--- src/rtl/core/ftrb_pkg.sv ---
// Shared types, constants and helpers of the filtered trace ring buffer.
package ftrb_pkg;

   localparam int DEPTH      = 64;
   localparam int IDX_W      = $clog2(DEPTH);
   localparam int LIM_W      = $clog2(DEPTH + 1);

   localparam int CMD_W      = 2;
   localparam int TID_W      = 22;
   localparam int PID_W      = 22;
   localparam int STATE_W    = 16;
   localparam int COUNT_W    = 64;
   localparam int MODE_W     = 2;
   localparam int CSR_IDX_W  = 1;
   localparam int CSR_DATA_W = 22;

   // request commands
   localparam logic [CMD_W-1:0] CMD_RECORD = 2'd0;
   localparam logic [CMD_W-1:0] CMD_CLEAR  = 2'd1;
   localparam logic [CMD_W-1:0] CMD_DUMP   = 2'd2;

   // trace modes
   localparam logic [MODE_W-1:0] MODE_OFF = 2'd0;
   localparam logic [MODE_W-1:0] MODE_SEL = 2'd1;
   localparam logic [MODE_W-1:0] MODE_ALL = 2'd2;

   // register indexes
   localparam logic [CSR_IDX_W-1:0] CSR_TRACE_MODE = 1'b0;
   localparam logic [CSR_IDX_W-1:0] CSR_TRACE_PID  = 1'b1;

   typedef struct packed {
      logic [CMD_W-1:0]   cmd;
      logic [TID_W-1:0]   event_tid;
      logic [PID_W-1:0]   event_pid;
      logic [STATE_W-1:0] event_state;
   } req_type;

   typedef struct packed {
      logic [TID_W-1:0]   out_tid;
      logic [PID_W-1:0]   out_pid;
      logic [STATE_W-1:0] out_state;
      logic [COUNT_W-1:0] event_count;
      logic               empty_res;
      logic               last;
   } rsp_type;

   typedef struct packed {
      logic [TID_W-1:0]   tid;
      logic [PID_W-1:0]   pid;
      logic [STATE_W-1:0] state;
   } rec_type;

   localparam int REC_W = $bits(rec_type);

   // one bit per slot below lim
   function automatic logic [DEPTH-1:0] below_mask(input logic [LIM_W-1:0] lim);
      logic [DEPTH-1:0] m;
      for (int i = 0; i < DEPTH; i++) begin
         m[i] = (LIM_W'(i) < lim);
      end
      return m;
   endfunction

endpackage

--- src/rtl/core/ftrb_ram.sv ---
// Single-port-write, single-port-read record memory with registered read data.
module ftrb_ram #(
   parameter int ADDR_W = 6,
   parameter int DATA_W = 60
) (
   input  logic              clock,
   input  logic              wr_en,
   input  logic [ADDR_W-1:0] wr_addr,
   input  logic [DATA_W-1:0] wr_data,
   input  logic              rd_en,
   input  logic [ADDR_W-1:0] rd_addr,
   output logic [DATA_W-1:0] rd_data
);

   logic [DATA_W-1:0] mem [2**ADDR_W];
   logic [DATA_W-1:0] rd_data_ff;

   always_ff @(posedge clock) begin
      if (wr_en) begin
         mem[wr_addr] <= wr_data;
      end
   end

   always_ff @(posedge clock) begin
      if (rd_en) begin
         rd_data_ff <= mem[rd_addr];
      end
   end

   assign rd_data = rd_data_ff;

endmodule

--- src/rtl/core/filtered_trace_ring_buffer.sv ---
// Filtered trace ring buffer: top level with command decode, dump walker and output stage.
//
// Captures state-change events into a DEPTH-entry ring held in a synchronous
// RAM. On a record request, when trace_mode is 2, or 1 with event_tid equal to
// trace_pid, the event lands in slot (count mod DEPTH), its cleared mark drops
// and the 64-bit event count bumps; mode 0 or 3 drops it.
// A clear request marks every slot written so far as cleared (flag bits
// live in flops); the count is kept. A dump request walks
// the retained slots oldest first and returns one response per uncleared slot,
// each carrying the event count seen at the dump, with last set on the final
// one; a dump that finds nothing returns a single response with empty_res and
// last set and zero record fields. Intake stalls while a dump walks: a skipped
// cleared slot just advances the walk, and each returned record is read from
// the RAM and then loaded into the output register; response backpressure
// holds the walk. The walk stops after the last retained slot. Records and
// clears run one per cycle while no dump walks. The output register
// lets the next request in while the final response of a dump waits.
// Unknown command codes are accepted and ignored. No clearing pass after reset:
// the record RAM needs none since only written slots are ever read.
module filtered_trace_ring_buffer
   import ftrb_pkg::*;
(
   input  logic                  clock,
   input  logic                  reset,

   input  logic                  req_valid,
   output logic                  req_ready,
   input  req_type               req_data,

   output logic                  rsp_valid,
   input  logic                  rsp_ready,
   output rsp_type               rsp_data,

   input  logic                  csr_we,
   input  logic [CSR_IDX_W-1:0]  csr_index,
   input  logic [CSR_DATA_W-1:0] csr_wdata
);

   typedef enum logic [1:0] {
      ST_IDLE = 2'b01,
      ST_WALK = 2'b10
   } state_type;

   state_type          state_ff,      state_in;
   logic [MODE_W-1:0]  mode_ff,       mode_in;
   logic [TID_W-1:0]   sel_tid_ff,    sel_tid_in;
   logic [COUNT_W-1:0] total_ff,      total_in;
   logic [DEPTH-1:0]   cleared_ff,    cleared_in;
   logic [DEPTH-1:0]   pending_ff,    pending_in;   // retained slots left in this dump
   logic [IDX_W-1:0]   ptr_ff,        ptr_in;
   logic [COUNT_W-1:0] dump_count_ff, dump_count_in;
   logic               pend_ff,       pend_in;      // RAM read in flight
   logic               pend_last_ff,  pend_last_in;
   logic               rsp_valid_ff,  rsp_valid_in;
   rsp_type            rsp_data_ff,   rsp_data_in;

   logic             req_fire;
   logic             take;
   logic [LIM_W-1:0] lim;
   logic [DEPTH-1:0] span_mask;
   logic [IDX_W-1:0] wr_idx;
   logic             out_free;
   logic [DEPTH-1:0] rest;
   logic [IDX_W-1:0] ptr_next;
   logic             ram_we;
   logic             ram_re;
   logic             emit_empty;
   rec_type          wr_rec;
   rec_type          rd_rec;

   assign req_ready = (state_ff == ST_IDLE);
   assign req_fire  = req_valid && req_ready;

   assign take = (mode_ff == MODE_ALL) ||
                 ((mode_ff == MODE_SEL) && (req_data.event_tid == sel_tid_ff));

   // written slots: min(count, DEPTH); ring position is count mod DEPTH
   assign lim       = (total_ff >= COUNT_W'(DEPTH)) ? LIM_W'(DEPTH) : total_ff[LIM_W-1:0];
   assign span_mask = below_mask(lim);
   assign wr_idx    = total_ff[IDX_W-1:0];

   assign out_free = !rsp_valid_ff || rsp_ready;
   assign rest     = pending_ff & ~(DEPTH'(1) << ptr_ff);
   assign ptr_next = (ptr_ff == IDX_W'(DEPTH - 1)) ? '0 : ptr_ff + 1'b1;

   assign wr_rec.tid   = req_data.event_tid;
   assign wr_rec.pid   = req_data.event_pid;
   assign wr_rec.state = req_data.event_state;

   // config writes
   always_comb begin
      mode_in    = mode_ff;
      sel_tid_in = sel_tid_ff;
      if (csr_we) begin
         case (csr_index)
            CSR_TRACE_MODE: mode_in    = csr_wdata[MODE_W-1:0];
            CSR_TRACE_PID:  sel_tid_in = csr_wdata[TID_W-1:0];
            default: ;
         endcase
      end
   end

   // command decode and dump walker
   always_comb begin
      state_in      = state_ff;
      total_in      = total_ff;
      cleared_in    = cleared_ff;
      pending_in    = pending_ff;
      ptr_in        = ptr_ff;
      dump_count_in = dump_count_ff;
      pend_in       = 1'b0;
      pend_last_in  = pend_last_ff;
      ram_we        = 1'b0;
      ram_re        = 1'b0;
      emit_empty    = 1'b0;

      unique case (state_ff)
         ST_IDLE: begin
            if (req_fire) begin
               case (req_data.cmd)
                  CMD_RECORD: begin
                     if (take) begin
                        ram_we             = 1'b1;
                        cleared_in[wr_idx] = 1'b0;
                        total_in           = total_ff + 1'b1;
                     end
                  end
                  CMD_CLEAR: begin
                     cleared_in = cleared_ff | span_mask;
                  end
                  CMD_DUMP: begin
                     pending_in    = ~cleared_ff & span_mask;
                     // oldest slot when full, 0 otherwise
                     ptr_in        = (total_ff > COUNT_W'(DEPTH)) ? wr_idx : '0;
                     dump_count_in = total_ff;
                     state_in      = ST_WALK;
                  end
                  default: ;
               endcase
            end
         end
         ST_WALK: begin
            if (pending_ff == '0) begin
               // nothing retained: single empty response
               if (!pend_ff && out_free) begin
                  emit_empty = 1'b1;
                  state_in   = ST_IDLE;
               end
            end else if (pending_ff[ptr_ff]) begin
               if (!pend_ff && out_free) begin
                  ram_re       = 1'b1;
                  pend_in      = 1'b1;
                  pend_last_in = (rest == '0);
                  pending_in   = rest;
                  ptr_in       = ptr_next;
                  if (rest == '0) begin
                     state_in = ST_IDLE;
                  end
               end
            end else begin
               ptr_in = ptr_next;   // cleared slot, skip
            end
         end
         default: begin
            state_in = ST_IDLE;
         end
      endcase
   end

   // output register
   always_comb begin
      rsp_valid_in = rsp_valid_ff;
      rsp_data_in  = rsp_data_ff;
      if (pend_ff) begin
         rsp_valid_in            = 1'b1;
         rsp_data_in.out_tid     = rd_rec.tid;
         rsp_data_in.out_pid     = rd_rec.pid;
         rsp_data_in.out_state   = rd_rec.state;
         rsp_data_in.event_count = dump_count_ff;
         rsp_data_in.empty_res   = 1'b0;
         rsp_data_in.last        = pend_last_ff;
      end else if (emit_empty) begin
         rsp_valid_in            = 1'b1;
         rsp_data_in.out_tid     = '0;
         rsp_data_in.out_pid     = '0;
         rsp_data_in.out_state   = '0;
         rsp_data_in.event_count = dump_count_ff;
         rsp_data_in.empty_res   = 1'b1;
         rsp_data_in.last        = 1'b1;
      end else if (rsp_ready) begin
         rsp_valid_in = 1'b0;
      end
   end

   always_ff @(posedge clock) begin
      if (reset) begin
         state_ff     <= ST_IDLE;
         mode_ff      <= MODE_OFF;
         sel_tid_ff   <= '0;
         total_ff     <= '0;
         cleared_ff   <= '0;
         pending_ff   <= '0;
         ptr_ff       <= '0;
         pend_ff      <= 1'b0;
         pend_last_ff <= 1'b0;
         rsp_valid_ff <= 1'b0;
      end else begin
         state_ff     <= state_in;
         mode_ff      <= mode_in;
         sel_tid_ff   <= sel_tid_in;
         total_ff     <= total_in;
         cleared_ff   <= cleared_in;
         pending_ff   <= pending_in;
         ptr_ff       <= ptr_in;
         pend_ff      <= pend_in;
         pend_last_ff <= pend_last_in;
         rsp_valid_ff <= rsp_valid_in;
      end
   end

   always_ff @(posedge clock) begin
      dump_count_ff <= dump_count_in;
      rsp_data_ff   <= rsp_data_in;
   end

   ftrb_ram #(
      .ADDR_W (IDX_W),
      .DATA_W (REC_W)
   ) u_ram (
      .clock   (clock),
      .wr_en   (ram_we),
      .wr_addr (wr_idx),
      .wr_data (wr_rec),
      .rd_en   (ram_re),
      .rd_addr (ptr_ff),
      .rd_data (rd_rec)
   );

   assign rsp_valid = rsp_valid_ff;
   assign rsp_data  = rsp_data_ff;

endmodule

--- config.mk ---
export PLATFORM = sky130hd
export DESIGN_NAME = filtered_trace_ring_buffer
export DESIGN_NICKNAME = d
export VERILOG_FILES = /design/src/rtl/core/ftrb_pkg.sv /design/src/rtl/core/ftrb_ram.sv /design/src/rtl/core/filtered_trace_ring_buffer.sv
export SDC_FILE = /design/constraint.sdc
export NUM_CORES = 2
export LEC_CHECK = 0
export CORE_MARGIN = 3
export CORE_UTILIZATION = 40
export DETAILED_ROUTE_END_ITERATION = 12
export DONT_BUFFER_PORTS = 1
export SLEW_MARGIN = 20
export SYNTH_ARGS = -nofsm -noshare
export SYNTH_HDL_FRONTEND = slang
export SYNTH_SLANG_ARGS = --single-unit
--- constraint.sdc ---
create_clock -name clock -period 9.12 [get_ports clock]
set_input_delay 1.368 -clock clock [delete_from_list [all_inputs] [get_ports clock]]
set_output_delay 1.368 -clock clock [all_outputs]
set_load 0.01 [all_outputs]
# [Word-level counts from Yosys, hierarchy flattened]
# Memory sizes are Yosys's and may differ from the RTL's. A register that Yosys moved wholly into a read port is not among the register bits.
# Cells that the tools add are included.
[op_classes] addsub=2 mul=0 div_mod_pow=0 n_lt_le_gt_ge=69 eq_ne=17 shifts=1 n_mux=46 bitwise_logic=9 n_reduce_logical=24
[ops] op="two-way mux 64 bit" count=6
[ops] op="one-hot mux 64 bit (2 select lines)" count=2
[ops] op="two-way mux 126 bit" count=2
[ops] op="< comparator 6 x 7 -> 1 bit (first input constant)" count=32
[ops] op="AND 64 bit" count=3
[ops] op="NOT 64 bit" count=3
[ops] op="logical NOT 64 bit" count=2
[ops] op="< comparator 5 x 7 -> 1 bit (first input constant)" count=16
[ops] op="adder 64 x 1 -> 64 bit (second input constant)" count=1
[ops] op="greater-or-equal comparator 64 x 7 -> 1 bit (second input constant)" count=1
[ops] op="> comparator 64 x 7 -> 1 bit (second input constant)" count=1
[ops] op="OR 64 bit" count=1
[ops] op="left shift 1 x 6 -> 64 bit (first input constant)" count=1
[ops] op="< comparator 4 x 7 -> 1 bit (first input constant)" count=8
[ops] op="two-way mux 6 bit" count=7
[ops] op="< comparator 3 x 7 -> 1 bit (first input constant)" count=4
[ops] op="equality test 22 bit" count=1
[ops] op="two-way mux 1 bit" count=17
[ops] op="< comparator 1 x 7 -> 1 bit (first input constant)" count=2
[ops] op="< comparator 2 x 7 -> 1 bit (first input constant)" count=2
[ops] op="< comparator 6 x 7 -> 1 bit (second input constant)" count=2
[ops] op="two-way mux 2 bit" count=7
[ops] op="one-hot mux 6 bit (2 select lines)" count=1
[ops] op="AND reduction 4 bit" count=3
[ops] op="other kinds (23)" count=43
[totals] regBits=417 latchBits=0 ramBits=3840 rom_bits=0 in_bits=90 output_inout_bits=128 mem_count=1
[mem_list] name="u_ram.mem" words=64 word_bits=60 rd=1 rd_ports_with_merged_regs=1 write_ports=1 line="ftrb_ram.sv:15" rtl="logic [DATA_W-1:0] mem [2**ADDR_W];"

# [Logic depth before layout (Yosys ltp)]
[logic_depth] ltp_word=9 ltp_mapped=13 ltp_nobuf=9

# [Modules after synthesis]
# Synthesis repeated with hierarchy kept, for this count alone.
[unflattened] hier_cells=8107 area_unflattened_um2=166782.5
[by_module_without_submodules] mod="ftrb_ram" n_inst=1 cells_per_inst=6093 area_each_um2=147112.3 seq_area_each_um2=117112.3
[by_module_without_submodules] mod="filtered_trace_ring_buffer" n_inst=1 cells_per_inst=2014 area_each_um2=19670.1 seq_area_each_um2=10239.8

# [Worst setup path after synthesis]
# OpenSTA, ideal clock, no wires.
[synth_timing] kind="input port to flip-flop" from="input req_data[56] (netlist name)" to="memory u_ram.mem[8][0], enable pin" arrival_time_ps=6740 required_time_ps=8566 path_slack_ps=1826 cell_stages=7 n_path_buf=1 cell_sequence="xor2_1 nor4_1 nand4_1 o22ai_1 clkbuf_1 nand2_1 nor3_1"
[synth_via] elab_chain_len=9
[synth_rtl] element="start: declaration" line="filtered_trace_ring_buffer.sv:28" rtl="input req_type req_data,"
[synth_rtl] element="equality test 22 bit" line="filtered_trace_ring_buffer.sv:75" rtl="((mode_ff == MODE_SEL) && (req_data.event_tid == sel_tid_ff));"
[synth_rtl] element="logical AND 1 bit" line="filtered_trace_ring_buffer.sv:75"
[synth_rtl] element="logical OR 1 bit" line="filtered_trace_ring_buffer.sv:74" rtl="assign take = (mode_ff == MODE_ALL) ||"
[synth_rtl] element="two-way mux 1 bit" line="filtered_trace_ring_buffer.sv:122" rtl="if (take) begin"
[synth_rtl] element="two-way mux 1 bit" line="filtered_trace_ring_buffer.sv:120" rtl="case (req_data.cmd)"
[synth_rtl] element="two-way mux 1 bit" line="filtered_trace_ring_buffer.sv:119" rtl="if (req_fire) begin"
[synth_rtl] element="two-way mux 1 bit" line="filtered_trace_ring_buffer.sv:117" rtl="unique case (state_ff)"
[synth_rtl] element="two-way mux 1 bit" line="ftrb_ram.sv:19" rtl="if (wr_en) begin"
[synth_rtl] element="two-way mux 1 bit (not written as such)" line="ftrb_ram.sv:20" rtl="mem[wr_addr] <= wr_data;"
[synth_rtl] element="end: declaration" line="ftrb_ram.sv:15"
# Every way passes these cells.

# [Worst setup path in the final report]
[layout_timing] from="input req_data[56] (netlist name)" to="memory u_ram.mem[24][31], enable pin"
# Same word-level chain as after synthesis.

==> results by group <==
STA
  • Worst Setup Slack, final: 4070 ps
  • Achievable Freq: 198 MHz
  • Clock skew: 69.9 ps
  • Worst slew pin tran: 1120 ps
  • Final number of setup-violating endpoints: 0
  • Ratio of final minimum period to clock period: 55.4%
  • Unrepaired setup endpoints after global routing: false
  • Final Hold Fails: 0
  • Hold WS: 466 ps
  • Max Slew Vio Count: 0
  • Post-route setup TNS: 0 ps
  • Relative slew slack: 25.2%
  • Final min period: 5050 ps

Global route
  • Met1 Track Usage GR: 30.1%
  • GR Overflow Total: 0
  • GR peak layer: met2
  • Global Route met2 Usage: 33.0%
  • First-pass GRT wire length: 636000 um
  • Vias in the first global route: 81500
  • Initial antenna violation count: 44
  • Largest net degree at the start of global routing: 217
  • GRT Util Overall: 21.0%
  • Global routing usage on met3: 4.23%

Synthesis
  • Adder-cell share of the synthesized area: 0.0602%
  • Area share of xor/xnor cells in the synthesized design: 0.179%
  • Most common cell in the netlist: edfxtp_1
  • Synth warn: 0
  • Synthesis-stage register bit count: 4317
  • Largest family of logic cells by synthesized area: multiplexers
  • Unique cell type count in the Yosys netlist: 76
  • Post-synth top area share: 73.9%
  • Synthesized Nets: 7618
  • Most instantiated cells after synthesis: 4089 x edfxtp_1, 1276 x mux4_2, 276 x clkbuf_1, 228 x dfxtp_1, 218 x nand2_1
  • Mux cell area share after synthesis: 17.4%
  • Complex-gate fraction of the synthesized area: 2.04%
  • Top post-synthesis cells by area: edfxtp_1 74%, mux4_2 17%, dfxtp_1 2.7%
  • Syn avg cell area: 22.1 um^2
  • Mapped Cells: 7520
  • Fraction of registers with async set/reset: 0%
  • Synthesized area: 0.166 mm^2
  • Seq/Total Area, Yosys: 76.6%
  • Post-synthesis simple-gate area fraction: 2.50%
  • Cell taking the most area after synthesis: edfxtp_1
  • Post-synth top flop: edfxtp_1
  • Post-synth EDFFs: 4089

Run status
  • Status: finished clean

Worst hold path
  • HP Class: reg2reg
  • HP Start: mode_ff[1]

Critical path
  • WS Path Type: in2reg
  • CP required: 9690 ps
  • Critical path launch point: req_data[56]
  • CP Launch Type: input pin
  • Arrival time worst endpoint: 5630 ps
  • CP Max Fanout: 65
  • Reg-to-Reg Start: sel_tid_ff[18]
  • CP Capture Type: flop

Layout
  • # fillers: 34200
  • Nets@finish: 7820
  • Finished Core Util: 45.3%
  • Multi-input logic area: 0.0374 mm^2
  • FF+latch area: 0.127 mm^2
  • Area delta synth->final: 12.7%
  • Layout cells sized above 1: 26.9%

Clock tree
  • Root Buffer: clkbuf_16
  • Worst-path clk slew: 60 ps
  • CTS tree: done
  • Hold buffers post-CTS: 0
  • CTS sink count: 4317
  • H-tree levels: 5
  • Cts repair resizes: 0
  • Clk Latency, worst-skew pair: 980 ps
  • CTS Buf Count: 430
  • Post-CTS Setup Bufs: 0
  • Maximum buffer depth of the clock tree: 4

Drt
  • # DRC: 0
  • Via density: 5.97
  • WL per Instance: 33.2 um
  • Initial DRC count: 10900
  • ANT nets after route: 0
  • WL final: 451000 um
  • DR pass1 iterations: 6
  • Via count: 81000

Placement
  • Pre-CTS setup slack: 3220 ps
  • Detail Placement HPWL: 253000 um
  • GP Congestion: 0.882
  • Port Buffers: 0

Floorplanning
  • Die Ht: 651 um
  • Site Rows: 236
  • Top Ports: 218
  • DIE AREA: 0.423 mm^2
  • Core area: 0.413 mm^2
  • Die X: 651 um
  • Initial Util: 40.2%

Pwr
  • Maximum vdd drop: 0.000205 V
  • Leak: 55.3 nW
  • PwrDens: 214 mW/mm^2
  • Total power: 40.1 mW

Flow run
  • Maximum Capacitance Violations: 0
[state kept, by name (all words and copies together) (netlist names)]
signal         cells
u_ram.mem       3840
rsp_data         126
cleared_ff        64
dump_count_ff     64
pending_ff        64
total_ff          64
u_ram.rd_data     60
sel_tid_ff        22
ptr_ff             6
mode_ff            2
state_ff           2
pend_ff            1
pend_last_ff       1
rsp_valid          1
[layout make-up]
class                      instances  area share [%]
tap                             5474            3.66
multi-input combinational       2734            19.9
clock buffer                     538            6.13
inverter                          35          0.0768
antenna                           14          0.0187
sequential                      4317            68.0
clock inverter                   247            1.12
timing repair buffer             204            1.07
[power by group]
group / switching [mW] / internal, mW / leakage, nW
clock: 7.43 / 9.71 / 6.63
sequential: 0.0384 / 21.7 / 38.8
combinational: 0.664 / 0.603 / 9.92
total: 8.13 / 32.0 / 55.3
[per-layer routing]
metal  vias up  routed length, um
li1      32300                  -
met1     44000             185000
met2      4062             212000
met3       698              40600
met4         6              13000
met5         -                 41
[critical path, cell delays in order]
cell,delay [ps]
xor2_1,180
nor4_1,850
nand4_1,310
o22ai_1,190
buf_4,250
nand3_1,730
nor2_4,330
buf_4,630
buf_4,620
[path summary, 6_finish.rpt]
| kind | to | slack (ps) | cells past startpoint |
|---|---|---|---|
| worst max-delay path | u_ram.mem[24][31] | 4070 | 9 |
| worst min-delay path | mode_ff[1] | 470 | 2 |
| worst min register to register | mode_ff[1] | 470 | 2 |
| worst max register to register | u_ram.mem[24][31] | 4180 | 9 |
[cell usage in the layout (no fill, tap or decap), types with 33 or more instances in the layout]
cell type / Yosys / final
edfxtp_1: 4089 / 4089
mux4_2: 1276 / 1276
clkbuf_16: 0 / 439
dfxtp_1: 228 / 221
nand2_1: 218 / 217
a21oi_1: 197 / 197
o21ai_0: 178 / 178
buf_4: 1 / 164
nor2_1: 198 / 135
clkinv_1: 2 / 106
clkbuf_1: 276 / 87
clkinv_2: 0 / 78
nor2b_1: 78 / 76
and2_1: 65 / 65
nor2_4: 0 / 63
nor4_1: 46 / 46
nand3_1: 43 / 42
nor3_1: 42 / 40
nand4_1: 36 / 36
o211ai_1: 36 / 36
buf_12: 0 / 35
or3_1: 33 / 33
[kinds of logic (layout without fill, tap and decap cells)]
family                     count (synthesis)  after routing
xor gates and xnor gates                  34             34
other                                      0             14
DFF                                     4317           4317
buffers and inverters                    469           1024
AOI/OAI and AO/OA                        566            566
adders and majority gates                  8              8
and+or+nand+nor                          834            834
muxes                                   1292           1292
[per-stage QoR]
step           area [um^2]  std cells
2_1_floorplan       166000       7520
3_3_place_gp        174000      12800
3_5_place_dp        174000      12800
4_1_cts             187000      13500
5_1_grt             187000      13600
6_report            187000      13600
Note: power is estimated with default switching activity, not from simulation.
